## config.mk

```make
export PLATFORM = sky130hd
export DESIGN_NAME = anc_caption_packet_parser_flat
export DESIGN_NICKNAME = d
export VERILOG_FILES = /design/src/hdl/anc_cpp_pkg.sv /design/src/hdl/anc_cpp_if.sv /design/src/hdl/anc_caption_packet_parser.sv /design/src/hdl/anc_cpp_store.sv /design/src/hdl/anc_cpp_parse.sv /design/src/hdl/anc_cpp_emit.sv /design/src/flat_wrapper.sv
export SDC_FILE = /design/constraint.sdc
export NUM_CORES = 2
export LEC_CHECK = 0
export ABC_AREA = 1
export BUFFER_PORTS_ARGS = -buffer_cell sky130_fd_sc_hd__clkbuf_2
export CORE_MARGIN = 5
export CORE_UTILIZATION = 32
export CTS_CLUSTER_SIZE = 10
export DETAILED_ROUTE_END_ITERATION = 10
export HOLD_SLACK_MARGIN = 0.03
export PLACE_DENSITY_LB_ADDON = 0.05
export SETUP_SLACK_MARGIN = 0.05
export SLEW_MARGIN = 25
export SYNTH_ARGS = -nofsm -noshare
export SYNTH_HDL_FRONTEND = slang
export SYNTH_SLANG_ARGS = --single-unit
```

## constraint.sdc

```tcl
create_clock -name clk -period 10.4 [get_ports clk]
set_input_delay 0 -clock clk [delete_from_list [all_inputs] [get_ports clk]]
set_output_delay 0 -clock clk [all_outputs]
set_load 0.1 [all_outputs]
```

## src/hdl/anc_cpp_pkg.sv

```systemverilog
// ----------------------------------------------------------------------------
// anc_cpp_pkg
// Shared constants and types for the ANC caption packet parser.
// ----------------------------------------------------------------------------
package anc_cpp_pkg;

  localparam int CNT_W = 5;  // triplet count / cc_count width

  // status codes
  localparam logic [3:0] ST_OK        = 4'd0;
  localparam logic [3:0] ST_SHORT     = 4'd1;
  localparam logic [3:0] ST_NO_FLAG   = 4'd2;
  localparam logic [3:0] ST_COUNT     = 4'd3;
  localparam logic [3:0] ST_PARITY    = 4'd4;
  localparam logic [3:0] ST_ANC_SUM   = 4'd5;
  localparam logic [3:0] ST_NOT_708   = 4'd6;
  localparam logic [3:0] ST_CDP_HDR   = 4'd7;
  localparam logic [3:0] ST_CDP_LEN   = 4'd8;
  localparam logic [3:0] ST_CDP_SUM   = 4'd9;
  localparam logic [3:0] ST_RATE      = 4'd10;
  localparam logic [3:0] ST_FLAGS     = 4'd11;
  localparam logic [3:0] ST_CCDATA_ID = 4'd12;
  localparam logic [3:0] ST_CC_COUNT  = 4'd13;
  localparam logic [3:0] ST_FOOTER_ID = 4'd14;
  localparam logic [3:0] ST_SEQ       = 4'd15;

  localparam logic [7:0] ANC_DID     = 8'h61;
  localparam logic [7:0] ANC_SDID    = 8'h01;
  localparam logic [7:0] CDP_ID0     = 8'h96;
  localparam logic [7:0] CDP_ID1     = 8'h69;
  localparam logic [7:0] CCDATA_ID   = 8'h72;
  localparam logic [7:0] FOOTER_ID   = 8'h74;
  localparam logic [7:0] FLAGS_MASK  = 8'h43;
  localparam logic [7:0] CC_MIN_LEN  = 8'd13;
  localparam logic [9:0] ANC_ONES    = 10'h3ff;

  // finished line handed from parser to output side
  typedef struct packed {
    logic [3:0]       status;
    logic [CNT_W-1:0] count;
    logic             bank;
  } anc_job_t;

endpackage

```

## src/hdl/anc_cpp_if.sv

```systemverilog
// ----------------------------------------------------------------------------
// anc_cpp_if
// Valid/ready channels for line words and parser results.
// ----------------------------------------------------------------------------
interface anc_word_if;
  logic       valid;
  logic       ready;
  logic [9:0] word;
  logic       last;

  modport source (output valid, word, last, input ready);
  modport sink (input valid, word, last, output ready);
endinterface

interface anc_result_if;
  logic       valid;
  logic       ready;
  logic [3:0] status;
  logic       has_triplet;
  logic [7:0] cc_marker_type;
  logic [7:0] cc_byte_one;
  logic [7:0] cc_byte_two;
  logic       final_result;

  modport source (output valid, status, has_triplet, cc_marker_type, cc_byte_one,
                  cc_byte_two, final_result, input ready);
  modport sink (input valid, status, has_triplet, cc_marker_type, cc_byte_one,
                cc_byte_two, final_result, output ready);
endinterface

```

## src/hdl/anc_caption_packet_parser.sv

```systemverilog
// ----------------------------------------------------------------------------
// anc_caption_packet_parser
// Parses one ANC line carrying a CEA-708 caption packet and returns a status
// word or the caption triplets of the line.
// ----------------------------------------------------------------------------
//  channel     dir  payload                                      accepted when
//  line_words  in   word[9:0], last                              valid && ready
//  results     out  status, has_triplet, cc_marker_type,         valid && ready
//                   cc_byte_one, cc_byte_two, final_result
//
// One line word per cycle. Triplets go to a two-bank memory, the bank
// alternating per line; a finished line waits in a one-job slot until the
// output side takes it. Status-only lines leave at one word per cycle;
// a triplet is read from memory, then registered out, before the next read.
// Input stalls only while a finished line waits behind one still playing out,
// or the output is stalled. Synchronous reset clears all control state.
// ----------------------------------------------------------------------------
module anc_caption_packet_parser import anc_cpp_pkg::*; #(
  parameter int CC_SLOTS = 31
) (
  input  logic          clk,
  input  logic          rst,
  anc_word_if.sink      line_words,
  anc_result_if.source  results
);

  localparam int SLOT_W = (CC_SLOTS > 1) ? $clog2(CC_SLOTS) : 1;

  logic            job_room;
  logic            job_push;
  anc_job_t        job;
  logic            wr_en;
  logic [SLOT_W:0] wr_addr;
  logic [23:0]     wr_data;
  logic            rd_en;
  logic [SLOT_W:0] rd_addr;
  logic [23:0]     rd_data;

  anc_cpp_parse #(
    .CC_SLOTS (CC_SLOTS),
    .SLOT_W   (SLOT_W)
  ) u_parse (
    .clk        (clk),
    .rst        (rst),
    .line_words (line_words),
    .job_room   (job_room),
    .job_push   (job_push),
    .job        (job),
    .wr_en      (wr_en),
    .wr_addr    (wr_addr),
    .wr_data    (wr_data)
  );

  anc_cpp_store #(
    .SLOT_W (SLOT_W)
  ) u_store (
    .clk     (clk),
    .wr_en   (wr_en),
    .wr_addr (wr_addr),
    .wr_data (wr_data),
    .rd_en   (rd_en),
    .rd_addr (rd_addr),
    .rd_data (rd_data)
  );

  anc_cpp_emit #(
    .SLOT_W (SLOT_W)
  ) u_emit (
    .clk      (clk),
    .rst      (rst),
    .job_push (job_push),
    .job      (job),
    .job_room (job_room),
    .rd_en    (rd_en),
    .rd_addr  (rd_addr),
    .rd_data  (rd_data),
    .results  (results)
  );

endmodule

```

## src/hdl/anc_cpp_store.sv

```systemverilog
// ----------------------------------------------------------------------------
// anc_cpp_store
// Two-bank triplet memory: one write port, one registered read port.
// ----------------------------------------------------------------------------
module anc_cpp_store #(
  parameter int SLOT_W = 5
) (
  input  logic              clk,
  input  logic              wr_en,
  input  logic [SLOT_W:0]   wr_addr,
  input  logic [23:0]       wr_data,
  input  logic              rd_en,
  input  logic [SLOT_W:0]   rd_addr,
  output logic [23:0]       rd_data
);

  logic [23:0] mem [0:(2**(SLOT_W+1))-1];

  always_ff @(posedge clk) begin
    if (wr_en) begin
      mem[wr_addr] <= wr_data;
    end
  end

  always_ff @(posedge clk) begin
    if (rd_en) begin
      rd_data <= mem[rd_addr];
    end
  end

endmodule

```

## src/hdl/anc_cpp_parse.sv

```systemverilog
// ----------------------------------------------------------------------------
// anc_cpp_parse
// Per-word ANC / CDP checks; stores caption triplets and posts a line job.
// ----------------------------------------------------------------------------
module anc_cpp_parse import anc_cpp_pkg::*; #(
  parameter int CC_SLOTS = 31,
  parameter int SLOT_W   = 5
) (
  input  logic             clk,
  input  logic             rst,
  anc_word_if.sink         line_words,
  input  logic             job_room,
  output logic             job_push,
  output anc_job_t         job,
  output logic             wr_en,
  output logic [SLOT_W:0]  wr_addr,
  output logic [23:0]      wr_data
);

  logic [8:0]       pos, pos_next;
  logic [7:0]       dcount, dcount_next;
  logic [8:0]       anc_sum, anc_sum_next;
  logic [7:0]       cdp_sum, cdp_sum_next;
  logic [15:1]      fail, fail_next;
  logic [15:0]      seq_hdr, seq_hdr_next;
  logic [7:0]       foot_hi, foot_hi_next;
  logic [CNT_W-1:0] tcount, tcount_next;
  logic [15:0]      partial, partial_next;
  logic [CNT_W-1:0] cc_want, cc_want_next;
  logic [1:0]       phase, phase_next;
  logic             bank;

  logic             accept;
  logic [9:0]       w;
  logic [7:0]       b;
  logic [7:0]       c;
  logic [6:0]       three_want;
  logic [6:0]       three_cc;
  logic [9:0]       expect_sum;
  logic [3:0]       status;

  assign line_words.ready = job_room;
  assign accept = line_words.valid && line_words.ready;
  assign w = line_words.word;
  assign b = w[7:0];
  assign c = 8'(pos - 9'd6);
  assign three_want = {1'b0, cc_want, 1'b0} + 7'(cc_want);
  assign three_cc = {1'b0, b[4:0], 1'b0} + 7'(b[4:0]);
  assign expect_sum = {~anc_sum[8], anc_sum};

  always_comb begin
    pos_next     = pos;
    dcount_next  = dcount;
    anc_sum_next = anc_sum;
    cdp_sum_next = cdp_sum;
    fail_next    = fail;
    seq_hdr_next = seq_hdr;
    foot_hi_next = foot_hi;
    tcount_next  = tcount;
    partial_next = partial;
    cc_want_next = cc_want;
    phase_next   = phase;
    wr_en        = 1'b0;
    wr_addr      = {bank, tcount[SLOT_W-1:0]};
    wr_data      = {partial, b};

    if (pos < 9'd3) begin
      if (w != ((pos == 9'd0) ? 10'd0 : ANC_ONES)) fail_next[ST_NO_FLAG] = 1'b1;
    end else if (pos > 9'd5 && {1'b0, pos} >= 10'(dcount) + 10'd7) begin
      // past the packet: ignored
    end else if (pos <= 9'd5 || {1'b0, pos} <= 10'(dcount) + 10'd5) begin
      if ((^b) != w[8] || w[9] == w[8]) fail_next[ST_PARITY] = 1'b1;
      anc_sum_next = anc_sum + w[8:0];
      if (pos == 9'd3 && b != ANC_DID) fail_next[ST_NOT_708] = 1'b1;
      if (pos == 9'd4 && b != ANC_SDID) fail_next[ST_NOT_708] = 1'b1;
      if (pos == 9'd5) begin
        dcount_next = b;
        if (b < 8'd2) fail_next[ST_CDP_HDR] = 1'b1;
        if (b < CC_MIN_LEN) fail_next[ST_CDP_LEN] = 1'b1;
      end
      if (pos >= 9'd6) begin
        if (c == 8'd0 && b != CDP_ID0) fail_next[ST_CDP_HDR] = 1'b1;
        if (c == 8'd1 && b != CDP_ID1) fail_next[ST_CDP_HDR] = 1'b1;
        if (dcount >= CC_MIN_LEN) begin
          if (c == dcount - 8'd1) begin
            if (cdp_sum + b != 8'd0) fail_next[ST_CDP_SUM] = 1'b1;
          end else begin
            cdp_sum_next = cdp_sum + b;
          end
          if (c == 8'd2 && b != dcount) fail_next[ST_CDP_LEN] = 1'b1;
          if (c == 8'd3 && (b[3:0] == 4'd0 || b[7:4] > 4'd8)) fail_next[ST_RATE] = 1'b1;
          if (c == 8'd4 && (b & FLAGS_MASK) == 8'd0) fail_next[ST_FLAGS] = 1'b1;
          if (c == 8'd5) seq_hdr_next = {b, 8'd0};
          if (c == 8'd6) seq_hdr_next = {seq_hdr[15:8], b};
          if (c == 8'd7 && b != CCDATA_ID) fail_next[ST_CCDATA_ID] = 1'b1;
          if (c == 8'd8) begin
            if (b[7:5] == 3'd0) fail_next[ST_CC_COUNT] = 1'b1;
            if (8'(dcount - CC_MIN_LEN) < 8'(three_cc)) fail_next[ST_CC_COUNT] = 1'b1;
            if (b[4:0] > CNT_W'(CC_SLOTS)) fail_next[ST_CC_COUNT] = 1'b1;
            cc_want_next = b[4:0];
            phase_next   = 2'd0;
          end
          if (c >= 8'd9 && {1'b0, c} < 9'd9 + 9'(three_want)) begin
            case (phase)
              2'd0: begin
                partial_next = {b, 8'd0};
                phase_next   = 2'd1;
              end
              2'd1: begin
                partial_next = {partial[15:8], b};
                phase_next   = 2'd2;
              end
              default: begin
                phase_next = 2'd0;
                if (tcount < CNT_W'(CC_SLOTS)) begin
                  wr_en       = accept;
                  tcount_next = tcount + 1'b1;
                end
              end
            endcase
          end
          if (c == dcount - 8'd4 && b != FOOTER_ID) fail_next[ST_FOOTER_ID] = 1'b1;
          if (c == dcount - 8'd3) foot_hi_next = b;
          if (c == dcount - 8'd2 && {foot_hi, b} != seq_hdr) fail_next[ST_SEQ] = 1'b1;
        end
      end
    end else begin
      if (w != expect_sum) fail_next[ST_ANC_SUM] = 1'b1;
    end
  end

  // line status from the updated check flags
  always_comb begin
    status = ST_OK;
    if (pos < 9'd2) begin
      status = ST_SHORT;
    end else if (fail_next[ST_NO_FLAG]) begin
      status = ST_NO_FLAG;
    end else if (pos < 9'd5 || 10'(dcount_next) + 10'd7 > 10'(pos) + 10'd1) begin
      status = ST_COUNT;
    end else begin
      for (int n = 15; n >= 4; n--) begin
        if (fail_next[n]) status = 4'(n);
      end
    end
  end

  assign job_push   = accept && line_words.last;
  assign job.status = status;
  assign job.count  = tcount_next;
  assign job.bank   = bank;

  always_ff @(posedge clk) begin
    if (rst) begin
      pos     <= '0;
      dcount  <= '0;
      anc_sum <= '0;
      cdp_sum <= '0;
      fail    <= '0;
      seq_hdr <= '0;
      foot_hi <= '0;
      tcount  <= '0;
      partial <= '0;
      cc_want <= '0;
      phase   <= '0;
      bank    <= 1'b0;
    end else if (accept) begin
      if (line_words.last) begin
        pos     <= '0;
        dcount  <= '0;
        anc_sum <= '0;
        cdp_sum <= '0;
        fail    <= '0;
        seq_hdr <= '0;
        foot_hi <= '0;
        tcount  <= '0;
        partial <= '0;
        cc_want <= '0;
        phase   <= '0;
        bank    <= ~bank;
      end else begin
        pos     <= (pos == 9'd511) ? pos : pos + 9'd1;
        dcount  <= dcount_next;
        anc_sum <= anc_sum_next;
        cdp_sum <= cdp_sum_next;
        fail    <= fail_next;
        seq_hdr <= seq_hdr_next;
        foot_hi <= foot_hi_next;
        tcount  <= tcount_next;
        partial <= partial_next;
        cc_want <= cc_want_next;
        phase   <= phase_next;
      end
    end
  end

endmodule

```

## src/hdl/anc_cpp_emit.sv

```systemverilog
// ----------------------------------------------------------------------------
// anc_cpp_emit
// Holds one pending line job and plays it out: a status word, or the stored
// triplets read back from the triplet memory.
// ----------------------------------------------------------------------------
module anc_cpp_emit import anc_cpp_pkg::*; #(
  parameter int SLOT_W = 5
) (
  input  logic             clk,
  input  logic             rst,
  input  logic             job_push,
  input  anc_job_t         job,
  output logic             job_room,
  output logic             rd_en,
  output logic [SLOT_W:0]  rd_addr,
  input  logic [23:0]      rd_data,
  anc_result_if.source     results
);

  logic             pend_valid;
  anc_job_t         pend;
  logic             busy;
  logic             rd_pend;
  logic             rd_last;
  logic [CNT_W-1:0] idx;
  logic [CNT_W-1:0] cnt;
  logic             cur_bank;

  logic out_free;
  logic pend_triplets;
  logic take;
  logic issue;

  assign out_free      = !results.valid || results.ready;
  assign pend_triplets = (pend.status == ST_OK) && (pend.count != '0);
  // busy covers the read still in flight
  assign take     = pend_valid && !busy && (pend_triplets || out_free);
  assign job_room = !pend_valid || take;
  assign issue    = busy && !rd_pend && !rd_last && out_free;
  assign rd_en    = issue;
  assign rd_addr  = {cur_bank, idx[SLOT_W-1:0]};

  always_ff @(posedge clk) begin
    if (rst) begin
      pend_valid    <= 1'b0;
      busy          <= 1'b0;
      rd_pend       <= 1'b0;
      rd_last       <= 1'b0;
      results.valid <= 1'b0;
    end else begin
      if (job_push) begin
        pend_valid <= 1'b1;
        pend       <= job;
      end else if (take) begin
        pend_valid <= 1'b0;
      end

      if (results.valid && results.ready) results.valid <= 1'b0;

      if (take) begin
        if (pend_triplets) begin
          busy     <= 1'b1;
          idx      <= '0;
          cnt      <= pend.count;
          cur_bank <= pend.bank;
          rd_last  <= 1'b0;
        end else begin
          results.valid          <= 1'b1;
          results.status         <= pend.status;
          results.has_triplet    <= 1'b0;
          results.cc_marker_type <= 8'd0;
          results.cc_byte_one    <= 8'd0;
          results.cc_byte_two    <= 8'd0;
          results.final_result   <= 1'b1;
        end
      end

      if (issue) begin
        rd_pend <= 1'b1;
        idx     <= idx + 1'b1;
        rd_last <= (idx + 1'b1 == cnt);
      end

      // read data lands in the cycle after issue; the output slot was freed then
      if (rd_pend) begin
        rd_pend                <= 1'b0;
        results.valid          <= 1'b1;
        results.status         <= ST_OK;
        results.has_triplet    <= 1'b1;
        results.cc_marker_type <= rd_data[23:16];
        results.cc_byte_one    <= rd_data[15:8];
        results.cc_byte_two    <= rd_data[7:0];
        results.final_result   <= rd_last;
        if (rd_last) begin
          busy    <= 1'b0;
          rd_last <= 1'b0;
        end
      end
    end
  end

endmodule

```

## src/flat_wrapper.sv

```systemverilog
// flat-port wrapper written by rule: the top's interface ports become plain ports
module anc_caption_packet_parser_flat import anc_cpp_pkg::*;
#(
  parameter int CC_SLOTS = 31
)
  (clk, rst, line_words_valid, line_words_word, line_words_last, line_words_ready, results_valid, results_status, results_has_triplet, results_cc_marker_type, results_cc_byte_one, results_cc_byte_two, results_final_result, results_ready);
  anc_word_if line_words_i ();
  anc_result_if results_i ();
  input  logic clk;
  input  logic rst;
  input wire logic [$bits(line_words_i.valid)-1:0] line_words_valid;
  input wire logic [$bits(line_words_i.word)-1:0] line_words_word;
  input wire logic [$bits(line_words_i.last)-1:0] line_words_last;
  output wire logic [$bits(line_words_i.ready)-1:0] line_words_ready;
  output wire logic [$bits(results_i.valid)-1:0] results_valid;
  output wire logic [$bits(results_i.status)-1:0] results_status;
  output wire logic [$bits(results_i.has_triplet)-1:0] results_has_triplet;
  output wire logic [$bits(results_i.cc_marker_type)-1:0] results_cc_marker_type;
  output wire logic [$bits(results_i.cc_byte_one)-1:0] results_cc_byte_one;
  output wire logic [$bits(results_i.cc_byte_two)-1:0] results_cc_byte_two;
  output wire logic [$bits(results_i.final_result)-1:0] results_final_result;
  input wire logic [$bits(results_i.ready)-1:0] results_ready;
  assign line_words_i.valid = line_words_valid;
  assign line_words_i.word = line_words_word;
  assign line_words_i.last = line_words_last;
  assign line_words_ready = line_words_i.ready;
  assign results_valid = results_i.valid;
  assign results_status = results_i.status;
  assign results_has_triplet = results_i.has_triplet;
  assign results_cc_marker_type = results_i.cc_marker_type;
  assign results_cc_byte_one = results_i.cc_byte_one;
  assign results_cc_byte_two = results_i.cc_byte_two;
  assign results_final_result = results_i.final_result;
  assign results_i.ready = results_ready;
  anc_caption_packet_parser #(.CC_SLOTS(CC_SLOTS)) u_core (.clk(clk), .rst(rst), .line_words(line_words_i), .results(results_i));
endmodule
```

==> flow_summary.yaml <==
status:
  outcome: "finished clean"
clock_tree:
  post_cts_buffers: 0
  clock_latency_ns: 0.85
  cts.clk_slew.worst_paths_ns: 0.05
  cts.sink_count: 1716
  cts_buffers: 202
  post_cts_resized: 0
  cts_tree: "yes"
  h-tree-depth: 4
  cts_root_buf: "clkbuf_16"
  clockBufferDepth: 3
place:
  post-place-ws_ns: 4.079
  io_buffer_count: 46
  dp_hpwl_mm: 148.0
  gp_congestion: 0.8292
cells_and_area:
  finish.utilization: 0.3677
  area_growth_pct: 14.42
  fill_cells: 20990
  nets: 5541
  drive_gt1_frac: 0.09665
synthesis:
  synth_fa_ha_area_frac: 0.02053
  synth_cells: 5327
  synth_xor_xnor_area_share: 0.009297
  ys_warn_count: 0
  ys_top_cells_by_count: "edfxtp_1, a21oi_1, nand2_1"
  yosysMostFrequentCell: "edfxtp_1"
  synth.area.mux_share: 0
  syn-cell-area_um2: 69720
  async_flop_share: 0
  synth_compound_area_frac: 0.1384
  synth_top_family_by_area: "compound AO/OA/AOI/OAI gates"
  ys_ff_latch: 1716
  synthSimpleGateAreaFrac: 0.07775
  synth_cell_types: 56
  synth_area_leaders: "edfxtp_1, a21oi_1, o221ai_1, nand2_1, dfxtp_1"
  ys.flop_type: "edfxtp_1"
  synth.avg_cell_area_um2: 13.09
  ys_seq_area_frac: 0.7241
  yosysTopAreaCellShare: 0.6939
  synth_top_cell_by_area: "edfxtp_1"
  synth-edff-count: 1611
pwr:
  leakage_nw: 25.32
  power_density_nw_per_um2: 184.3
  vdd_drop_max_mv: 0.1737
  power_w: 0.01470
timing:
  clock.fmax_mhz: 157.7
  period_share: 0.6098
  tns_ns: 0
  rsz0062_at_grt: "false"
  fin_ws_ns: 4.058
  hold_violations: 0
  slew_headroom: 0.2241
  fin_worst_skew_ns: 0.05865
  drv_slew: 0
  worst_pin_slew_ns: 1.152
  setup_viol: 0
  post-route-min-period_ns: 6.342
detailed_routing:
  drt_iter0_drc: 3876
  via_count: 44540
  drc: 0
  routed_wl_mm: 246.4
  ant_nets: 0
  dr.pass1.iters: 5
  drt-wirelength-per-cell_um: 29.43
  routed_via_density: 5.319
worst_setup_path:
  path_buf_inv: 3
  cp_max_fo: 13
  max_stage_delay_ns: 0.93
  critPathLaunchType: "flip-flop"
  cpMaxStageDelayCell: "nor2_2"
  path_cells: "clkinv_1, ha_1, a21oi_1, nor2_1, xor2_1, ha_1, a21oi_1, o21a_1, nand4_1, nand2_4, nand3_4, nor2_4, inv_2, nor3_4, nand3_2, nor2_4, nand3_2, nor2_2, buf_4"
  cp.required_ns: 10.93
  path_delay_family: "simple AND/OR/NAND/NOR gates"
  endpoint_kind: "flip-flop"
  crit_type: "reg2reg"
  crit_arrival_ns: 6.87
grt:
  grt_use_total: 0.2100
  grt_start_max_net_pins: 132
  grt_pass1_vias: 44100
  grt_overflow_total: 0
  antenna_found_initial: 11
  grt_pass1_wl_mm: 344.8
floorplanning:
  core_um2: 217000
  io_pins: 47
  start_util: 0.3213
  die_y_um: 476.8
  die-area_um2: 227300
  rows: 171
  die_w_um: 476.8
min_path:
  min_path_type: "in2reg"
flow_run:
  maxCapViolCount: 0
[cells in the final DEF, fill, tap and decap left out, types with 8 or more instances in the layout]
master | Yosys | layout
xnor2_1 | 16 | 16
inv_1 | 203 | 200
nor2_1 | 198 | 136
buf_4 | 0 | 102
dlygate4sd3_1 | 0 | 17
o21ai_0 | 254 | 253
buf_12 | 0 | 8
conb_1 | 1 | 48
clkbuf_16 | 0 | 204
nand3_1 | 218 | 218
nor2_4 | 8 | 56
clkbuf_8 | 0 | 9
nor2_2 | 5 | 19
a211oi_1 | 16 | 16
dfxtp_2 | 0 | 16
or2_2 | 13 | 13
inv_2 | 13 | 13
a21oi_1 | 888 | 887
nand4_1 | 20 | 20
xor2_1 | 58 | 58
clkbuf_1 | 293 | 55
o221ai_1 | 386 | 386
nor3_1 | 17 | 17
nand2_1 | 762 | 760
ha_1 | 108 | 108
dfxtp_1 | 105 | 88
clkbuf_2 | 0 | 38
clkinv_1 | 2 | 18
edfxtp_1 | 1611 | 1611
a32oi_1 | 8 | 8
[cell families after synthesis]
group / Yosys count
XOR/XNOR: 74
buffers and inverters: 547
adder cells (fa/ha/maj): 112
AND/OR/NAND/NOR: 1278
other: 1
AO/OA/AOI/OAI: 1599
flip-flops: 1716
[through the flow]
step | area, um^2 | instances | hold slack, ns
2_1_floorplan | 69890 | 5374 | 0.09887
3_3_place_gp | 73750 | 8045 | 0.4097
3_5_place_dp | 73750 | 8045 | 0.4393
4_1_cts | 79720 | 8367 | 0.1216
5_1_grt | 79760 | 8370 | 0.1595
6_report | 79770 | 8373 | 0.2037
[per-layer routing]
metal  vias to the layer above  global-route usage  wire length (um)
li1                      20280                   -                 -
met3                       278             0.02827             10930
met2                      1106              0.3526            119800
met4                         2             0.05287              5734
met1                     22880              0.2884            109900
met5                         -                   0                13
[sequential cells by signal, summed over array words and instances (netlist names), 2 cells and up]
name                                  flops
u_core.u_parse.seq_hdr                   16
u_core.u_emit.cnt                         5
u_core.u_parse.anc_sum                    9
u_core.u_parse.fail                      13
u_core.u_parse.foot_hi                    8
u_core.u_store.mem                     1536
u_core.u_parse.phase                      2
u_core.u_parse.pos                        9
u_core.u_emit.results.cc_marker_type      8
u_core.u_emit.results.status              4
u_core.u_store.rd_data                   24
u_core.u_emit.results.cc_byte_two         8
u_core.u_parse.dcount                     8
u_core.u_emit.results.cc_byte_one         8
u_core.u_parse.partial                   16
u_core.u_emit.pend                       10
u_core.u_emit.idx                         5
u_core.u_parse.cc_want                    5
u_core.u_parse.cdp_sum                    8
u_core.u_parse.tcount                     5
[worst paths after layout]
path / start / endpoint / slack (ns) / depth (start not counted)
min reg2reg: u_core.u_emit.pend[0] / u_core.u_emit.cur_bank / 0.41 / 0
max: u_core.u_parse.dcount[2] / u_core.u_store.mem[43][4] / 4.06 / 19
min: results_ready / u_core.u_emit.results.valid / 0.20 / 5
max reg2reg: u_core.u_parse.dcount[2] / u_core.u_store.mem[43][4] / 4.06 / 19
[cell type report]
type / count / area (um^2) / share of cell area
well taps: 2854 / 3571 / 0.04477
flip-flops and latches: 1716 / 50500 / 0.6331
inverters: 218 / 835.8 / 0.01048
clock inverters: 37 / 361.6 / 0.004533
clock buffers: 268 / 5435 / 0.06814
diodes: 4 / 10.01 / 0.0001255
repair buffers: 165 / 1286 / 0.01612
multi-input cells: 3111 / 17770 / 0.2227
[timing repair]
item,CTS,global route
hold endpoints to repair,305,0
hold buffers,17,0
setup endpoints to repair,0,0
[worst register-to-register path, cell delays in order (launching register included)]
cell and delay (ns):
dfxtp_1 0.58, clkinv_1 0.47, ha_1 0.38, a21oi_1 0.24, nor2_1 0.10, xor2_1 0.20
ha_1 0.29, a21oi_1 0.15, o21a_1 0.14, nand4_1 0.22, nand2_4 0.17, nand3_4 0.12
nor2_4 0.13, inv_2 0.06, nor3_4 0.35, nand3_2 0.21, nor2_4 0.18, nand3_2 0.75
nor2_2 0.95, buf_4 0.35
[power breakdown]
part           leakage [nW]  internal, W  switching, W
sequential             14.0      0.00755     0.0000272
clock                  2.81      0.00362       0.00284
combinational          8.54     0.000143      0.000526
total                  25.3       0.0113       0.00339
No activity file was read; power rests on OpenSTA's default activity.
